## src/rtl/sspc_pkg.sv

```systemverilog
// shared types, codes and constants of the stepper speed-profile controller
package sspc_pkg;

  // widths of rate, delay count, configuration, mode, command, phase and index words
  localparam int unsigned RATE_W  = 16;
  localparam int unsigned DELAY_W = 16;
  localparam int unsigned CFG_W   = 16;
  localparam int unsigned MODE_W  = 4;
  localparam int unsigned CMD_W   = 3;
  localparam int unsigned PHASE_W = 4;
  localparam int unsigned CIDX_W  = 3;

  // stream word widths, rounded up to whole bytes
  localparam int unsigned IN_W  = 8;
  localparam int unsigned OUT_W = 32;

  // mode bit positions
  localparam int unsigned MODE_DIR        = 0;
  localparam int unsigned MODE_NO_RELEASE = 1;
  localparam int unsigned MODE_CHK_STOP   = 2;
  localparam int unsigned MODE_CHK_START  = 3;

  typedef enum logic [CMD_W-1:0] {
    CMD_START     = 3'd0,
    CMD_STOP      = 3'd1,
    CMD_EMERGENCY = 3'd2,
    CMD_CTRL_TICK = 3'd3,
    CMD_DLY_TICK  = 3'd4,
    CMD_REDUCE_SW = 3'd5,
    CMD_STOP_SW   = 3'd6,
    CMD_NONE      = 3'd7
  } cmd_e;

  typedef enum logic [PHASE_W-1:0] {
    PH_IDLE     = 4'd0,
    PH_ACCEL    = 4'd1,
    PH_CONST    = 4'd2,
    PH_OVERRUN  = 4'd3,
    PH_REDUCE   = 4'd4,
    PH_BREAK    = 4'd5,
    PH_BRAKING  = 4'd6,
    PH_STOPPING = 4'd7,
    PH_STOP     = 4'd8
  } phase_e;

  typedef enum logic [CIDX_W-1:0] {
    CFG_START_PPS  = 3'd0,
    CFG_FIXED_PPS  = 3'd1,
    CFG_ACCEL_STEP = 3'd2,
    CFG_DECEL_STEP = 3'd3,
    CFG_STOP_PPS   = 3'd4,
    CFG_OVER_RUN   = 3'd5,
    CFG_BRAKE_TIME = 3'd6,
    CFG_MODE_BITS  = 3'd7
  } cfg_idx_e;

  typedef struct packed {
    logic [CFG_W-1:0]  start_pps;
    logic [CFG_W-1:0]  fixed_pps;
    logic [CFG_W-1:0]  accel_step;
    logic [CFG_W-1:0]  decel_step;
    logic [CFG_W-1:0]  stop_pps;
    logic [CFG_W-1:0]  over_run_time;
    logic [CFG_W-1:0]  brake_time;
    logic [MODE_W-1:0] mode_bits;
  } cfg_t;

  typedef struct packed {
    cmd_e command;
    logic start_level;
    logic reduce_level;
    logic stop_level;
  } item_t;

  typedef struct packed {
    phase_e             phase;
    logic [RATE_W-1:0]  speed;
    logic [DELAY_W-1:0] delay_count;
    logic               dir;
    logic               error;
  } state_t;

  typedef struct packed {
    logic       brake_pulse;
    logic       release_pulse;
    logic       stable_pulse;
    logic       start_rejected;
  } pulses_t;

endpackage

```

## src/rtl/sspc_cfg.sv

```systemverilog
// configuration register file of the speed-profile controller
module sspc_cfg (
  input  logic                        clk_i,
  input  logic                        rst_ni,
  input  logic                        cfg_we_i,
  input  logic [sspc_pkg::CIDX_W-1:0] cfg_index_i,
  input  logic [sspc_pkg::CFG_W-1:0]  cfg_wdata_i,
  output sspc_pkg::cfg_t              cfg_o
);

  sspc_pkg::cfg_t cfg_q;
  sspc_pkg::cfg_t cfg_d;

  // register write decode
  always_comb begin
    cfg_d = cfg_q;
    if (cfg_we_i) begin
      unique case (sspc_pkg::cfg_idx_e'(cfg_index_i))
        sspc_pkg::CFG_START_PPS:  cfg_d.start_pps     = cfg_wdata_i;
        sspc_pkg::CFG_FIXED_PPS:  cfg_d.fixed_pps     = cfg_wdata_i;
        sspc_pkg::CFG_ACCEL_STEP: cfg_d.accel_step    = cfg_wdata_i;
        sspc_pkg::CFG_DECEL_STEP: cfg_d.decel_step    = cfg_wdata_i;
        sspc_pkg::CFG_STOP_PPS:   cfg_d.stop_pps      = cfg_wdata_i;
        sspc_pkg::CFG_OVER_RUN:   cfg_d.over_run_time = cfg_wdata_i;
        sspc_pkg::CFG_BRAKE_TIME: cfg_d.brake_time    = cfg_wdata_i;
        sspc_pkg::CFG_MODE_BITS:  cfg_d.mode_bits     = cfg_wdata_i[sspc_pkg::MODE_W-1:0];
        default:                  cfg_d = cfg_q;
      endcase
    end
  end

  always_ff @(posedge clk_i or negedge rst_ni) begin
    if (!rst_ni) begin
      cfg_q <= '0;
    end else begin
      cfg_q <= cfg_d;
    end
  end

  assign cfg_o = cfg_q;

endmodule

```

## src/rtl/sspc_step.sv

```systemverilog
// next-state and result logic for one command word
module sspc_step (
  input  sspc_pkg::cfg_t    cfg_i,
  input  sspc_pkg::state_t  state_i,
  input  sspc_pkg::item_t   item_i,
  output sspc_pkg::state_t  state_o,
  output sspc_pkg::pulses_t pulses_o
);

  sspc_pkg::state_t        st;
  sspc_pkg::pulses_t       pl;
  logic [sspc_pkg::RATE_W:0] acc_sum;
  logic                    start_bad;
  logic                    stop_ok;

  // accelerate with saturation
  assign acc_sum = {1'b0, state_i.speed} + {1'b0, cfg_i.accel_step};

  assign start_bad = cfg_i.mode_bits[sspc_pkg::MODE_CHK_START] &&
                     (!item_i.start_level || item_i.reduce_level || item_i.stop_level);

  // ramp down continues only above both step and stop rate
  assign stop_ok = (cfg_i.decel_step != '0) && (state_i.speed > cfg_i.decel_step) &&
                   (state_i.speed > cfg_i.stop_pps);

  always_comb begin
    st = state_i;
    pl = '0;
    unique case (item_i.command)
      sspc_pkg::CMD_START: begin
        if (start_bad) begin
          pl.start_rejected = 1'b1;
        end else begin
          st.dir = cfg_i.mode_bits[sspc_pkg::MODE_DIR];
          if (cfg_i.accel_step != '0) begin
            st.speed = cfg_i.start_pps;
            st.phase = sspc_pkg::PH_ACCEL;
          end else begin
            st.speed = cfg_i.fixed_pps;
            st.phase = sspc_pkg::PH_CONST;
          end
          st.delay_count = '0;
          st.error       = 1'b0;
        end
      end
      sspc_pkg::CMD_STOP: begin
        if (state_i.phase != sspc_pkg::PH_IDLE) begin
          if (cfg_i.over_run_time != '0) begin
            st.delay_count = cfg_i.over_run_time;
            st.phase       = sspc_pkg::PH_OVERRUN;
          end else begin
            st.phase = sspc_pkg::PH_REDUCE;
          end
        end
      end
      sspc_pkg::CMD_EMERGENCY: begin
        st.phase = sspc_pkg::PH_BREAK;
      end
      sspc_pkg::CMD_CTRL_TICK: begin
        // ramp step
        if (state_i.phase == sspc_pkg::PH_ACCEL) begin
          if (state_i.speed >= cfg_i.fixed_pps) begin
            st.speed        = cfg_i.fixed_pps;
            st.phase        = sspc_pkg::PH_CONST;
            pl.stable_pulse = 1'b1;
          end else if (acc_sum[sspc_pkg::RATE_W]) begin
            st.speed = '1;
          end else begin
            st.speed = acc_sum[sspc_pkg::RATE_W-1:0];
          end
        end else if (state_i.phase == sspc_pkg::PH_REDUCE) begin
          if (stop_ok) begin
            st.speed = state_i.speed - cfg_i.decel_step;
          end else begin
            st.speed = '0;
            st.phase = sspc_pkg::PH_BREAK;
          end
        end
        // apply the brake
        if (st.phase == sspc_pkg::PH_BREAK) begin
          pl.brake_pulse = 1'b1;
          st.speed       = '0;
          if (cfg_i.brake_time != '0) begin
            st.delay_count = cfg_i.brake_time;
            st.phase       = sspc_pkg::PH_BRAKING;
          end else begin
            st.phase = sspc_pkg::PH_STOPPING;
          end
        end
        // release coils and check the stop sensor
        if (st.phase == sspc_pkg::PH_STOPPING) begin
          pl.release_pulse = !cfg_i.mode_bits[sspc_pkg::MODE_NO_RELEASE];
          st.phase         = sspc_pkg::PH_STOP;
          if (cfg_i.mode_bits[sspc_pkg::MODE_CHK_STOP] && !item_i.stop_level) begin
            st.error = 1'b1;
          end
        end
      end
      sspc_pkg::CMD_DLY_TICK: begin
        if (state_i.delay_count != '0) begin
          st.delay_count = state_i.delay_count - 1'b1;
          if (st.delay_count == '0) begin
            if (state_i.phase == sspc_pkg::PH_OVERRUN) begin
              st.phase = sspc_pkg::PH_REDUCE;
            end else if (state_i.phase == sspc_pkg::PH_BRAKING) begin
              st.phase = sspc_pkg::PH_STOPPING;
            end
          end
        end
      end
      sspc_pkg::CMD_REDUCE_SW: begin
        if (state_i.phase != sspc_pkg::PH_IDLE && state_i.phase < sspc_pkg::PH_REDUCE &&
            item_i.reduce_level) begin
          if (cfg_i.over_run_time != '0) begin
            st.delay_count = cfg_i.over_run_time;
            st.phase       = sspc_pkg::PH_OVERRUN;
          end else begin
            st.phase = sspc_pkg::PH_REDUCE;
          end
        end
      end
      sspc_pkg::CMD_STOP_SW: begin
        if (state_i.phase != sspc_pkg::PH_IDLE && state_i.phase < sspc_pkg::PH_BREAK &&
            item_i.stop_level) begin
          st.phase = sspc_pkg::PH_BREAK;
        end
      end
      default: begin
        st = state_i;
      end
    endcase
  end

  assign state_o  = st;
  assign pulses_o = pl;

endmodule

```

## src/rtl/stepper_speed_profile_controller_unit.sv

```systemverilog
// top level of the stepper speed-profile controller
// Command words are taken one per clock cycle, back to back, while the result side
// does not stall. An accepted word is held in an input register, passes the single step
// stage (a 16-bit add, a subtract and a few compares) and lands in the output register,
// from which its result word is offered; that one step stage sets the rate of one word
// per cycle. While a result word waits, the input register still takes one more word
// and then holds the input off.
// Every command word yields exactly one result word. Configuration writes take effect
// at the next clock edge and are meant to be made only while no word is in flight.
module stepper_speed_profile_controller_unit (
  input  logic                        clk_i,
  input  logic                        rst_ni,
  // configuration write port
  input  logic                        cfg_we_i,
  input  logic [sspc_pkg::CIDX_W-1:0] cfg_index_i,
  input  logic [sspc_pkg::CFG_W-1:0]  cfg_wdata_i,
  // command stream
  input  logic                        s_axis_tvalid,
  output logic                        s_axis_tready,
  // command[2:0], start_level[3], reduce_level[4], stop_level[5], zero[7:6]
  input  logic [sspc_pkg::IN_W-1:0]   s_axis_tdata,
  // result stream
  output logic                        m_axis_tvalid,
  input  logic                        m_axis_tready,
  // pps[15:0], phase[19:16], direction[20], brake_pulse[21], release_pulse[22],
  // stable_pulse[23], start_rejected[24], stop_error[25], zero[31:26]
  output logic [sspc_pkg::OUT_W-1:0]  m_axis_tdata
);

  sspc_pkg::cfg_t    cfg;
  sspc_pkg::item_t   in_item_q;
  sspc_pkg::item_t   in_item_d;
  logic              in_valid_q;
  sspc_pkg::state_t  state_q;
  sspc_pkg::state_t  state_d;
  sspc_pkg::pulses_t pulses;
  logic [sspc_pkg::OUT_W-1:0] out_data_q;
  logic [sspc_pkg::OUT_W-1:0] out_data_d;
  logic              out_valid_q;
  logic              s_accept;
  logic              advance;

  sspc_cfg u_cfg (
    .clk_i       (clk_i),
    .rst_ni      (rst_ni),
    .cfg_we_i    (cfg_we_i),
    .cfg_index_i (cfg_index_i),
    .cfg_wdata_i (cfg_wdata_i),
    .cfg_o       (cfg)
  );

  sspc_step u_step (
    .cfg_i    (cfg),
    .state_i  (state_q),
    .item_i   (in_item_q),
    .state_o  (state_d),
    .pulses_o (pulses)
  );

  // handshake: the input word moves on when the output register is free or being emptied
  assign advance       = in_valid_q && (!out_valid_q || m_axis_tready);
  assign s_axis_tready = !in_valid_q || advance;
  assign s_accept      = s_axis_tvalid && s_axis_tready;

  // unpack the command word
  assign in_item_d.command      = sspc_pkg::cmd_e'(s_axis_tdata[sspc_pkg::CMD_W-1:0]);
  assign in_item_d.start_level  = s_axis_tdata[3];
  assign in_item_d.reduce_level = s_axis_tdata[4];
  assign in_item_d.stop_level   = s_axis_tdata[5];

  // pack the result word
  assign out_data_d = {6'd0, state_d.error, pulses.start_rejected, pulses.stable_pulse,
                       pulses.release_pulse, pulses.brake_pulse, state_d.dir,
                       state_d.phase, state_d.speed};

  // valid flags and profile state
  always_ff @(posedge clk_i or negedge rst_ni) begin
    if (!rst_ni) begin
      in_valid_q  <= 1'b0;
      out_valid_q <= 1'b0;
      state_q     <= '{phase: sspc_pkg::PH_IDLE, default: '0};
    end else begin
      if (s_accept) begin
        in_valid_q <= 1'b1;
      end else if (advance) begin
        in_valid_q <= 1'b0;
      end
      if (advance) begin
        out_valid_q <= 1'b1;
        state_q     <= state_d;
      end else if (m_axis_tready) begin
        out_valid_q <= 1'b0;
      end
    end
  end

  // payload registers
  always_ff @(posedge clk_i) begin
    if (s_accept) begin
      in_item_q <= in_item_d;
    end
    if (advance) begin
      out_data_q <= out_data_d;
    end
  end

  assign m_axis_tvalid = out_valid_q;
  assign m_axis_tdata  = out_data_q;

endmodule

```

## config.mk

```make
export PLATFORM = sky130hd
export DESIGN_NAME = stepper_speed_profile_controller_unit
export DESIGN_NICKNAME = d
export VERILOG_FILES = /design/src/rtl/sspc_pkg.sv /design/src/rtl/sspc_cfg.sv /design/src/rtl/sspc_step.sv /design/src/rtl/stepper_speed_profile_controller_unit.sv
export SDC_FILE = /design/constraint.sdc
export NUM_CORES = 1
export LEC_CHECK = 0
export BUFFER_PORTS_ARGS = -buffer_cell sky130_fd_sc_hd__buf_4
export CAP_MARGIN = 10
export CORE_MARGIN = 10
export CORE_UTILIZATION = 45
export CTS_BUF_LIST = sky130_fd_sc_hd__clkbuf_8
export DETAILED_ROUTE_END_ITERATION = 7
export PLACE_DENSITY_LB_ADDON = 0.12
export SLEW_MARGIN = 20
export SYNTH_ARGS = -nofsm -noshare
export SYNTH_HDL_FRONTEND = slang
export SYNTH_SLANG_ARGS = --single-unit
```

## constraint.sdc

```tcl
create_clock -name clk_i -period 5.1 [get_ports clk_i]
set_input_delay 1.275 -clock clk_i [delete_from_list [all_inputs] [get_ports clk_i]]
set_output_delay 1.275 -clock clk_i [all_outputs]
set_load 0.02 [all_outputs]
```

==> run metrics, run 1 <==
number of flops mapped to enable cells by yosys=32; Cell Rows=58; DRC Markers=2; Initial Util=45.7%; Worst EP arrival=4.20 ns; asr flop ratio synth=83.0%; Routed WL=33.1 mm; Final Net Count=1,321; commonest non-fill, non-tap cell in the layout=dfrtp_1; WP data required=5.33 ns; Via density=5.92; Worst Hold Class=reg -> reg; wire length of the first global-routing pass=52.2 mm; CTS H-tree depth=4; CTS tree=yes; crit path launch type=register; maximum capacitance violations=0; Int Pwr=3320 uW; RD Place Congestion=0.916; post-CTS resize count=0; WHS Endpoint=state_q[1]; CORE AREA=25,100 sq um; mapped cell area=11,500 sq um; Final Setup Violations=0; Slew headroom=33.5%; crit path capture type=register; Via Count=9,262; Chip Width=180 microns; CTS Sinks=188; hold_buf cts=0; outcome=finished, violations left; Syn Inst Count=1,185; kind of critical path=reg -> reg; unrepaired setup endpoints after global routing=false; DP Worst Slack=1.16 ns; Reg power frac=38.7%; setup TNS=0 ns; GRT Total Usage=20.1%; RR Endpoint=m_axis_tdata[15]; number of synthesized register bits=188; largest cells by area after synthesis=dfrtp_1 (34%), mux2_2 (8.4%), edfxtp_1 (8.4%); First DRT Iteration DRCs=806; Final Skew=0.0222 ns; initial antenna violation count=1; worst slew pin tran=0.992 ns; switching share of power=42.9%; Root Buffer=clkbuf_8; min cycle time layout=3.97 ns; die area=32,300 sq um; number of global-route vias before repair=8,867; DR pass1 iterations=8; Min Hold Slack=0.500 ns; Worst-Skew Late Latency=0.48 ns; Clk pin slew, worst setup/hold paths=0.11 ns; Hold Vio Cnt, Final=0; HPWL Detailed=24.5 mm; Leak=0.00538 uW; Clock Power Share=17.0%; WL/cell=21.1 microns; hold path start=state_q[1]; largest net degree at the start of global routing=99; ys flop type=dfrtp_1; most frequent cells in the layout=dfrtp_1 (156), nand2_1 (123), mux2_2 (86); pwr/cell area=460 nW/um^2; combinational group share of total power=44.3%; switching power=2490 uW; register area share after synthesis=42.4%; r2r startpoint=state_q[18]; setup slack after layout=1.13 ns; IO buf count=57; IO Pins=66; Reg2Reg Depth=13; Yosys cell types=78; layout cells sized above 1=17.3%; failing checks=design-rule violations; worst hold path depth=2; Peak supply drop=0.213 mV; DRT antenna net count=0; Congestion Overflow GR=0; flop-to-flop setup slack=1.13 ns; Total Power=5800 uW; Yosys Warn Count=0; Post-CTS Setup Bufs=0; period utilisation layout=77.9%; Die H=180 microns; CTS Buf Count=17; clk buf depth=2; Synth-to-Final Area Change=9.91%; largest area contributor in the netlist=dfrtp_1; Crit Path Max Fanout=17; Final Slew Violations=0; Max Clock Freq=0.252 GHz; Synth top area share=34.0%; Avg Synthesized Cell Area=9.68 sq um
## area by class of cell
cell class | count | area (sq um)
fillers | 2417 | 12500
multi-input cells | 880 | 6150
flip-flops and latches | 188 | 4860
repair buffers | 73 | 564
well taps | 330 | 413
clock buffers | 17 | 234
inverters | 61 | 229
clock inverters | 15 | 151
diodes | 1 | 2.50
## worst max path at each step
stage | startpoint | depth (start not counted) | slack [ns] | to
after floorplan | cfg_we_i | 5 | 2.01 | u_cfg.cfg_o[75]
after global placement | state_q[18] | 13 | 1.18 | m_axis_tdata[15]
after detailed placement | state_q[18] | 13 | 1.16 | m_axis_tdata[15]
after CTS | state_q[18] | 13 | 1.15 | state_q[16]
after global routing | state_q[18] | 13 | 0.87 | state_q[17]
final | state_q[18] | 13 | 1.13 | m_axis_tdata[15]
## through the flow
step	util, %	area [sq um]	cells
after floorplan	-	11500	1190
after detailed placement	48.7	12200	1532
after global placement	48.7	12200	1532
after global routing	50.2	12600	1565
after CTS	50.2	12600	1564
final	50.2	12600	1565
## state kept, by name (all words and copies together) (netlist names)
register and cells:
in_item_q 6, in_valid_q 1, m_axis_tdata 26, m_axis_tvalid 1
state_q 38, u_cfg.cfg_o 116
## cells in the mapped netlist, types with 20 or more instances
master / count
xnor2_1: 20
ha_1: 66
nor4_1: 24
nand3_1: 21
nor2_1: 83
mux2_2: 86
dfrtp_1: 156
clkbuf_1: 44
edfxtp_1: 32
nand2_1: 123
o21ai_0: 79
a21oi_1: 77
inv_1: 61
## worst max-delay path, cell delays in order (launching register included)
cell      delay [ns]
dfrtp_1         0.48
inv_1           0.18
ha_1            0.20
inv_1           0.06
fa_1            0.42
a211oi_1        0.36
o211ai_2        0.17
nand4_1         0.18
a211o_1         0.18
a211oi_4        0.12
o31ai_4         0.78
nor4b_2         0.16
o21a_1          0.21
o22a_1          0.21
## logic make-up after synthesis
family	Yosys count	synth area share (%)
compound gates	327	18.9
xor+xnor	38	2.90
simple gates	351	15.0
fa+ha+maj	68	7.55
other cells	1	0.0327
mux	90	8.79
buf+inv	122	4.46
flops	188	42.4
## layer usage
layer | up-vias | global-route usage, % | part of all wire (%)
li1 | 4435 | - | -
met1 | 4543 | 29.5 | 48
met2 | 256 | 29.8 | 44
met3 | 28 | 3.01 | 5.7
met4 | 0 | 6.12 | 2.2
met5 | - | 0 | 0
## power by group through the flow
stage	registers [uW]	clock network (uW)	logic [uW]
floorplan	2140	0	1920
global placement	2260	0	2500
detailed placement	2270	0	2540
CTS	2240	1010	2550
global route	2290	1060	2870
finish	2240	989	2570
(Power assumes the default switching activity.)
==> inputs of run 2 (changes only) <==
--- a/config.mk
+++ b/config.mk
@@ -5,6 +5,7 @@
 export SDC_FILE = /design/constraint.sdc
 export NUM_CORES = 1
 export LEC_CHECK = 0
+export ABC_AREA = 1
 export BUFFER_PORTS_ARGS = -buffer_cell sky130_fd_sc_hd__buf_4
 export CAP_MARGIN = 10
 export CORE_MARGIN = 10
==> constraint.sdc (replaced) <==
create_clock -name clk_i -period 3.9 [get_ports clk_i]
set_input_delay 0.975 -clock clk_i [delete_from_list [all_inputs] [get_ports clk_i]]
set_output_delay 0.975 -clock clk_i [all_outputs]
set_load 0.02 [all_outputs]
==> run metrics, run 2 <==
Syn Inst Count=1,604 (+35%); multi-input logic area=6140 sq um (about the same); asr flop ratio synth=83.0% (unchanged); DRC Markers=0 (-2); hold_buf cts=0 (unchanged); WP data required=4.26 ns (-1.07 ns); Worst-Skew Late Latency=0.47 ns (about the same); CTS Sinks=188 (unchanged); outcome=finished, final reports clean; Final Slew Violations=0 (unchanged); Crit Path Max Fanout=26 (+9); RD Place Congestion=0.896 (-2.1%); Avg Synthesized Cell Area=7.43 sq um (-23%); Congestion Overflow GR=0 (unchanged); GRT Total Usage=20.7% (+0.63 points); setup TNS=0 ns (unchanged); die area=33,400 sq um (+3.5%); Synth-to-Final Area Change=9.52%; IO Pins=66 (unchanged); Chip Width=183 microns (+1.7%); synth cell count leaders=nand2_1 (462), o21ai_0 (195), inv_1 (180); DP Worst Slack=0.546 ns (-0.611 ns); Die H=183 microns (+1.7%); largest cells by area after synthesis=dfrtp_1 (33%), nand2_1 (15%), o21ai_0 (8.2%); number of flops mapped to enable cells by yosys=32 (unchanged); Hold Vio Cnt, Final=0 (unchanged); Cell Rows=59 (+1.7%); IO buf count=57 (unchanged); First DRT Iteration DRCs=867 (+7.6%); largest area contributor in the netlist=dfrtp_1; most common cell in the netlist=nand2_1; register area share after synthesis=40.8% (-1.6 points); Max Clock Freq=0.295 GHz (+17%); Fillers=2,663 (+10%); WL/cell=17.4 microns (-18%); Reg2Reg Depth=15 (+2); CP Launch Point=state_q[27]; Worst EP arrival=3.75 ns (-0.45 ns); clk buf depth=2 (unchanged); Initial Util=45.7% (+0.069 points); HPWL Detailed=26.1 mm (+6.5%); Yosys Warn Count=0 (unchanged); initial antenna violation count=0 (-1); period utilisation layout=86.8% (+8.9 points); Worst Hold Class=reg -> reg; crit path launch type=register; Final Net Count=1,743 (+32%); Synth top area share=32.7% (-1.3 points); DRT antenna net count=0 (unchanged); pwr/cell area=678 nW/um^2 (+47%); commonest non-fill, non-tap cell in the layout=nand2_1; sequential cell area=4860 sq um (unchanged); Min Hold Slack=0.496 ns (-0.00398 ns); mapped cell area=11,900 sq um (+3.9%); crit path capture=state_q[6]; setup slack after layout=0.515 ns (-0.612 ns); Final Skew=0.0182 ns (-0.00409 ns); CTS Buf Count=17 (unchanged); Via density=5.37 (-9.3%); flop-to-flop setup slack=0.52 ns (-0.61 ns); post-CTS resize count=0 (unchanged); Clk pin slew, worst setup/hold paths=0.11 ns (about the same); crit path capture type=register; layout cells sized above 1=9.12% (-8.2 points); number of flip-flops in the largest register=116 (unchanged); r2r startpoint=state_q[27]; CORE AREA=26,100 sq um (+3.8%); kind of critical path=reg -> reg; Leak=0.00646 uW (+20%); CTS tree=yes; DR pass1 iterations=5 (-3); min cycle time layout=3.38 ns (-0.588 ns); ys flop type=dfrtp_1; Root Buffer=clkbuf_8; RR Endpoint=state_q[6]; Peak supply drop=0.317 mV (+49%); maximum capacitance violations=0 (unchanged); Post-CTS Setup Bufs=0 (unchanged); worst slew pin tran=1.14 ns (+0.151 ns); number of global-route vias before repair=9,967 (+12%); most frequent cells in the layout=nand2_1 (461), o21ai_0 (195), inv_1 (180); unrepaired setup endpoints after global routing=false; number of synthesized register bits=188 (unchanged); Total Power=8850 uW (+53%); CTS H-tree depth=4 (unchanged); ANT cells=0 (-1); Yosys cell types=52 (-33%); Via Count=10.7k (+15%); wire length of the first global-routing pass=55.4 mm (+6.0%); Routed WL=34.7 mm (+4.9%); Final Setup Violations=0 (unchanged); largest net degree at the start of global routing=72 (-27%); Slew headroom=23.6% (-9.9 points)
==> run 2: cell families (layout without fill, tap and decap cells) <==
group / after synthesis / count (layout) / share of synthesized area [%]
flops: 188 / 188 / 40.8
compound gates: 352 / 352 / 16.0
simple gates: 740 / 740 / 26.7
mux: 1 / 1 / 0.0840
buf+inv: 237 / 284 / 7.89
xor+xnor: 17 / 17 / 1.25
other cells: 1 / 6 / 0.0315
fa+ha+maj: 68 / 68 / 7.26
==> run 2: worst max-delay path, cell delays in order, from the launching register on <==
cell	delay, ns
dfrtp_1	0.68
ha_1	0.35
nand2_1	0.07
nand2_1	0.04
nand3_1	0.07
nand2_1	0.07
a21oi_1	0.17
nand3_1	0.15
inv_1	0.31
nand2_1	0.15
nand2_4	0.13
nand3_4	0.23
o21ai_4	0.24
nand3b_4	0.34
nand2_1	0.18
o21ai_2	0.06
==> run 2: where the power goes <==
| group | switching (uW) | internal (uW) |
|---|---|---|
| Combinational | 2900 | 1570 |
| Sequential | 513 | 2470 |
| Clock | 804 | 596 |
==> run 2: worst min path at each step <==
stage	slack (ns)	startpoint	to	cells past startpoint
2_1_floorplan	0.45	state_q[0]	state_q[0]	2
3_3_place_gp	0.46	state_q[0]	state_q[0]	2
3_5_place_dp	0.47	u_cfg.cfg_o[93]	u_cfg.cfg_o[93]	2
4_1_cts	0.50	u_cfg.cfg_o[93]	u_cfg.cfg_o[93]	2
5_1_grt	0.52	u_cfg.cfg_o[87]	u_cfg.cfg_o[87]	2
6_report	0.50	u_cfg.cfg_o[60]	u_cfg.cfg_o[60]	2
==> run 2: through the flow <==
stage / utilization, % / instances / instance area [sq um]
after floorplan: - / 1609 / 11900
after global placement: 48.5 / 1959 / 12600
after detailed placement: 48.5 / 1959 / 12600
after CTS: 50.1 / 1991 / 13100
after global routing: 50.1 / 1991 / 13100
final: 50.1 / 1991 / 13100
==> run 2: cell type report <==
type	instances	area share (%)
clock buffer	17	1.79
tap	335	3.21
timing repair buffer	69	4.09
sequential	188	37.3
inverter	183	5.26
clock inverter	15	1.34
multi-input combinational	1184	47.0
==> run 2: per-layer routing <==
| layer | up-vias | global-route usage, % | routed length (microns) |
|---|---|---|---|
| met5 | - | 0 | 0 |
| met4 | 0 | 3.35 | 251 |
| met3 | 18 | 3.11 | 1910 |
| met2 | 273 | 30.9 | 14700 |
| met1 | 5053 | 31.4 | 17800 |
| li1 | 5347 | - | - |
==> inputs of run 3 (changes only) <==
--- a/config.mk
+++ b/config.mk
@@ -8,6 +8,8 @@
 export ABC_AREA = 1
 export BUFFER_PORTS_ARGS = -buffer_cell sky130_fd_sc_hd__buf_4
 export CAP_MARGIN = 10
+export CELL_PAD_IN_SITES_DETAIL_PLACEMENT = 0
+export CELL_PAD_IN_SITES_GLOBAL_PLACEMENT = 1
 export CORE_MARGIN = 10
 export CORE_UTILIZATION = 45
 export CTS_BUF_LIST = sky130_fd_sc_hd__clkbuf_8
==> run metrics, run 3 (same netlist as run 2, synthesis figures left out) <==
Cell Rows=59 (unchanged); ANT cells=0 (unchanged); CP Cell Sequence=inv_1 > ha_1 > inv_1 > fa_1 > nand3_1 > nand2_1 > nand3_1 > nand2_2 > nand2_1 > nand2_1 > nand3_4 > nand2_2 > nand2_4 > nand3_4 > o21ai_4 > nand3b_4 > nand2_1 > o21ai_2; Root Buffer=clkbuf_8; Total Power=8840 uW (-0.18%); Via density=5.37 (about the same); number of flip-flops in the largest register=116 (unchanged); Slew headroom=33.9% (+10 points); Post-DP Area=12,600 sq um (about the same); Crit Path Max Fanout=26 (unchanged); RD Place Congestion=0.889 (-0.86%); slowest CP cell=dfrtp_1; Worst-Skew Late Latency=0.49 ns (+0.02 ns); min cycle time layout=3.55 ns (+0.168 ns); HPWL Detailed=26.9 mm (+2.9%); crit path capture type=register; commonest non-fill, non-tap cell in the layout=nand2_1; wire length of the first global-routing pass=57.5 mm (+3.8%); unrepaired setup endpoints after global routing=false; hold_buf cts=0 (unchanged); initial antenna violation count=1 (+1); die area=33,400 sq um (unchanged); DR pass1 iterations=7 (+2); Leak=0.00644 uW (-0.27%); Final Skew=0.0197 ns (+0.00152 ns); IO buf count=57 (unchanged); Worst EP arrival=3.92 ns (+0.17 ns); Initial Util=45.7% (unchanged); post-CTS resize count=0 (unchanged); Via Count=10.7k (-0.075%); Worst Hold Class=in -> async; setup TNS=0 ns (unchanged); DRT antenna net count=0 (unchanged); Crit path top cell by count=nand2_1; CTS H-tree depth=4 (unchanged); largest net degree at the start of global routing=78 (+8.3%); CORE AREA=26,100 sq um (unchanged); CTS Sinks=188 (unchanged); fin area=13,000 sq um (-0.10%); GRT Total Usage=21.8% (+1.0 points); Peak supply drop=0.299 mV (-5.8%); Fillers=2,703 (+1.5%); crit path launch type=register; Largest stage delay, worst path=0.44 ns (-0.24 ns); kind of critical path=reg -> reg; maximum capacitance violations=0 (unchanged); Final Slew Violations=0 (unchanged); Die H=183 microns (unchanged); First DRT Iteration DRCs=1,015 (+17%); CTS Buf Count=17 (unchanged); Hold Vio Cnt, Final=0 (unchanged); Congestion Overflow GR=0 (unchanged); outcome=finished, final reports clean; IO Pins=66 (unchanged); worst slew pin tran=0.989 ns (-0.153 ns); Chip Width=183 microns (unchanged); DRC Markers=0 (unchanged); Clk pin slew, worst setup/hold paths=0.12 ns (about the same); WP data required=4.27 ns (about the same); Routed WL=36.1 mm (+4.2%); layout cells sized above 1=9.13% (+0.011 points); period utilisation layout=91.1% (+4.3 points); Synth-to-Final Area Change=9.41%; Post-CTS Setup Bufs=0 (unchanged); most frequent cells in the layout=nand2_1 (459), o21ai_0 (195), inv_1 (180); CTS tree=yes; Max Clock Freq=0.281 GHz (-4.7%); number of global-route vias before repair=10.3k (+3.4%); pwr/cell area=678 nW/um^2 (about the same); multi-input logic area=6150 sq um (about the same); WL/cell=18.2 microns (+4.3%); Final Net Count=1,741 (-0.11%); Final Setup Violations=0 (unchanged); clk buf depth=2 (unchanged); sequential cell area=4860 sq um (unchanged)
## run 3: path summary, 6_finish.rpt
check                                startpoint               to  slack [ns]  cells past startpoint
worst max-delay path                state_q[18]       state_q[6]        0.35                     18
worst min-delay path                     rst_ni       in_valid_q        0.39                      1
worst max register to register      state_q[18]       state_q[6]        0.35                     18
worst min register to register  u_cfg.cfg_o[89]  u_cfg.cfg_o[89]        0.50                      2
max in group asynchronous                rst_ni  u_cfg.cfg_o[20]        2.63                      2
min in group clk_i              u_cfg.cfg_o[89]  u_cfg.cfg_o[89]        0.50                      2
## run 3: stage by stage
step	instances	util, %	setup WS (ns)	hold slack (ns)
4_1_cts	1989	50.0	0.368	0.394
3_3_place_gp	1957	48.5	0.430	0.464
6_report	1989	50.0	0.347	0.393
2_1_floorplan	1609	-	1.25	0.449
3_5_place_dp	1957	48.5	0.370	0.472
5_1_grt	1989	50.0	0.0490	0.399
## run 3: where the power goes
group          internal (uW)  switching [uW]  total (uW)
Combinational           1560            2940        4510
Clock                    498             838        1340
Sequential              2470             529        3000
Total                   4530            4310        8840
## run 3: critical path, delay by kind of cell (launching register included)
family                   cells  cell delay (ns)
AND/OR/NAND/NOR             12             1.76
adder cells (fa/ha/maj)      2             0.62
flip-flops                   1             0.44
AO/OA/AOI/OAI                2             0.32
buffers and inverters        2             0.28
## run 3: area by class of cell
class	instances	area share, %
multi-input combinational	1184	47.1
sequential	188	37.3
inverter	183	5.27
timing repair buffer	67	3.98
tap	335	3.21
clock buffer	18	1.90
clock inverter	14	1.21
## run 3: routing by layer
layer,global-route usage (%),wire [microns]
met5,0,0
met4,4.91,468
met3,3.29,2090
met2,33.2,15600
met1,31.9,18000
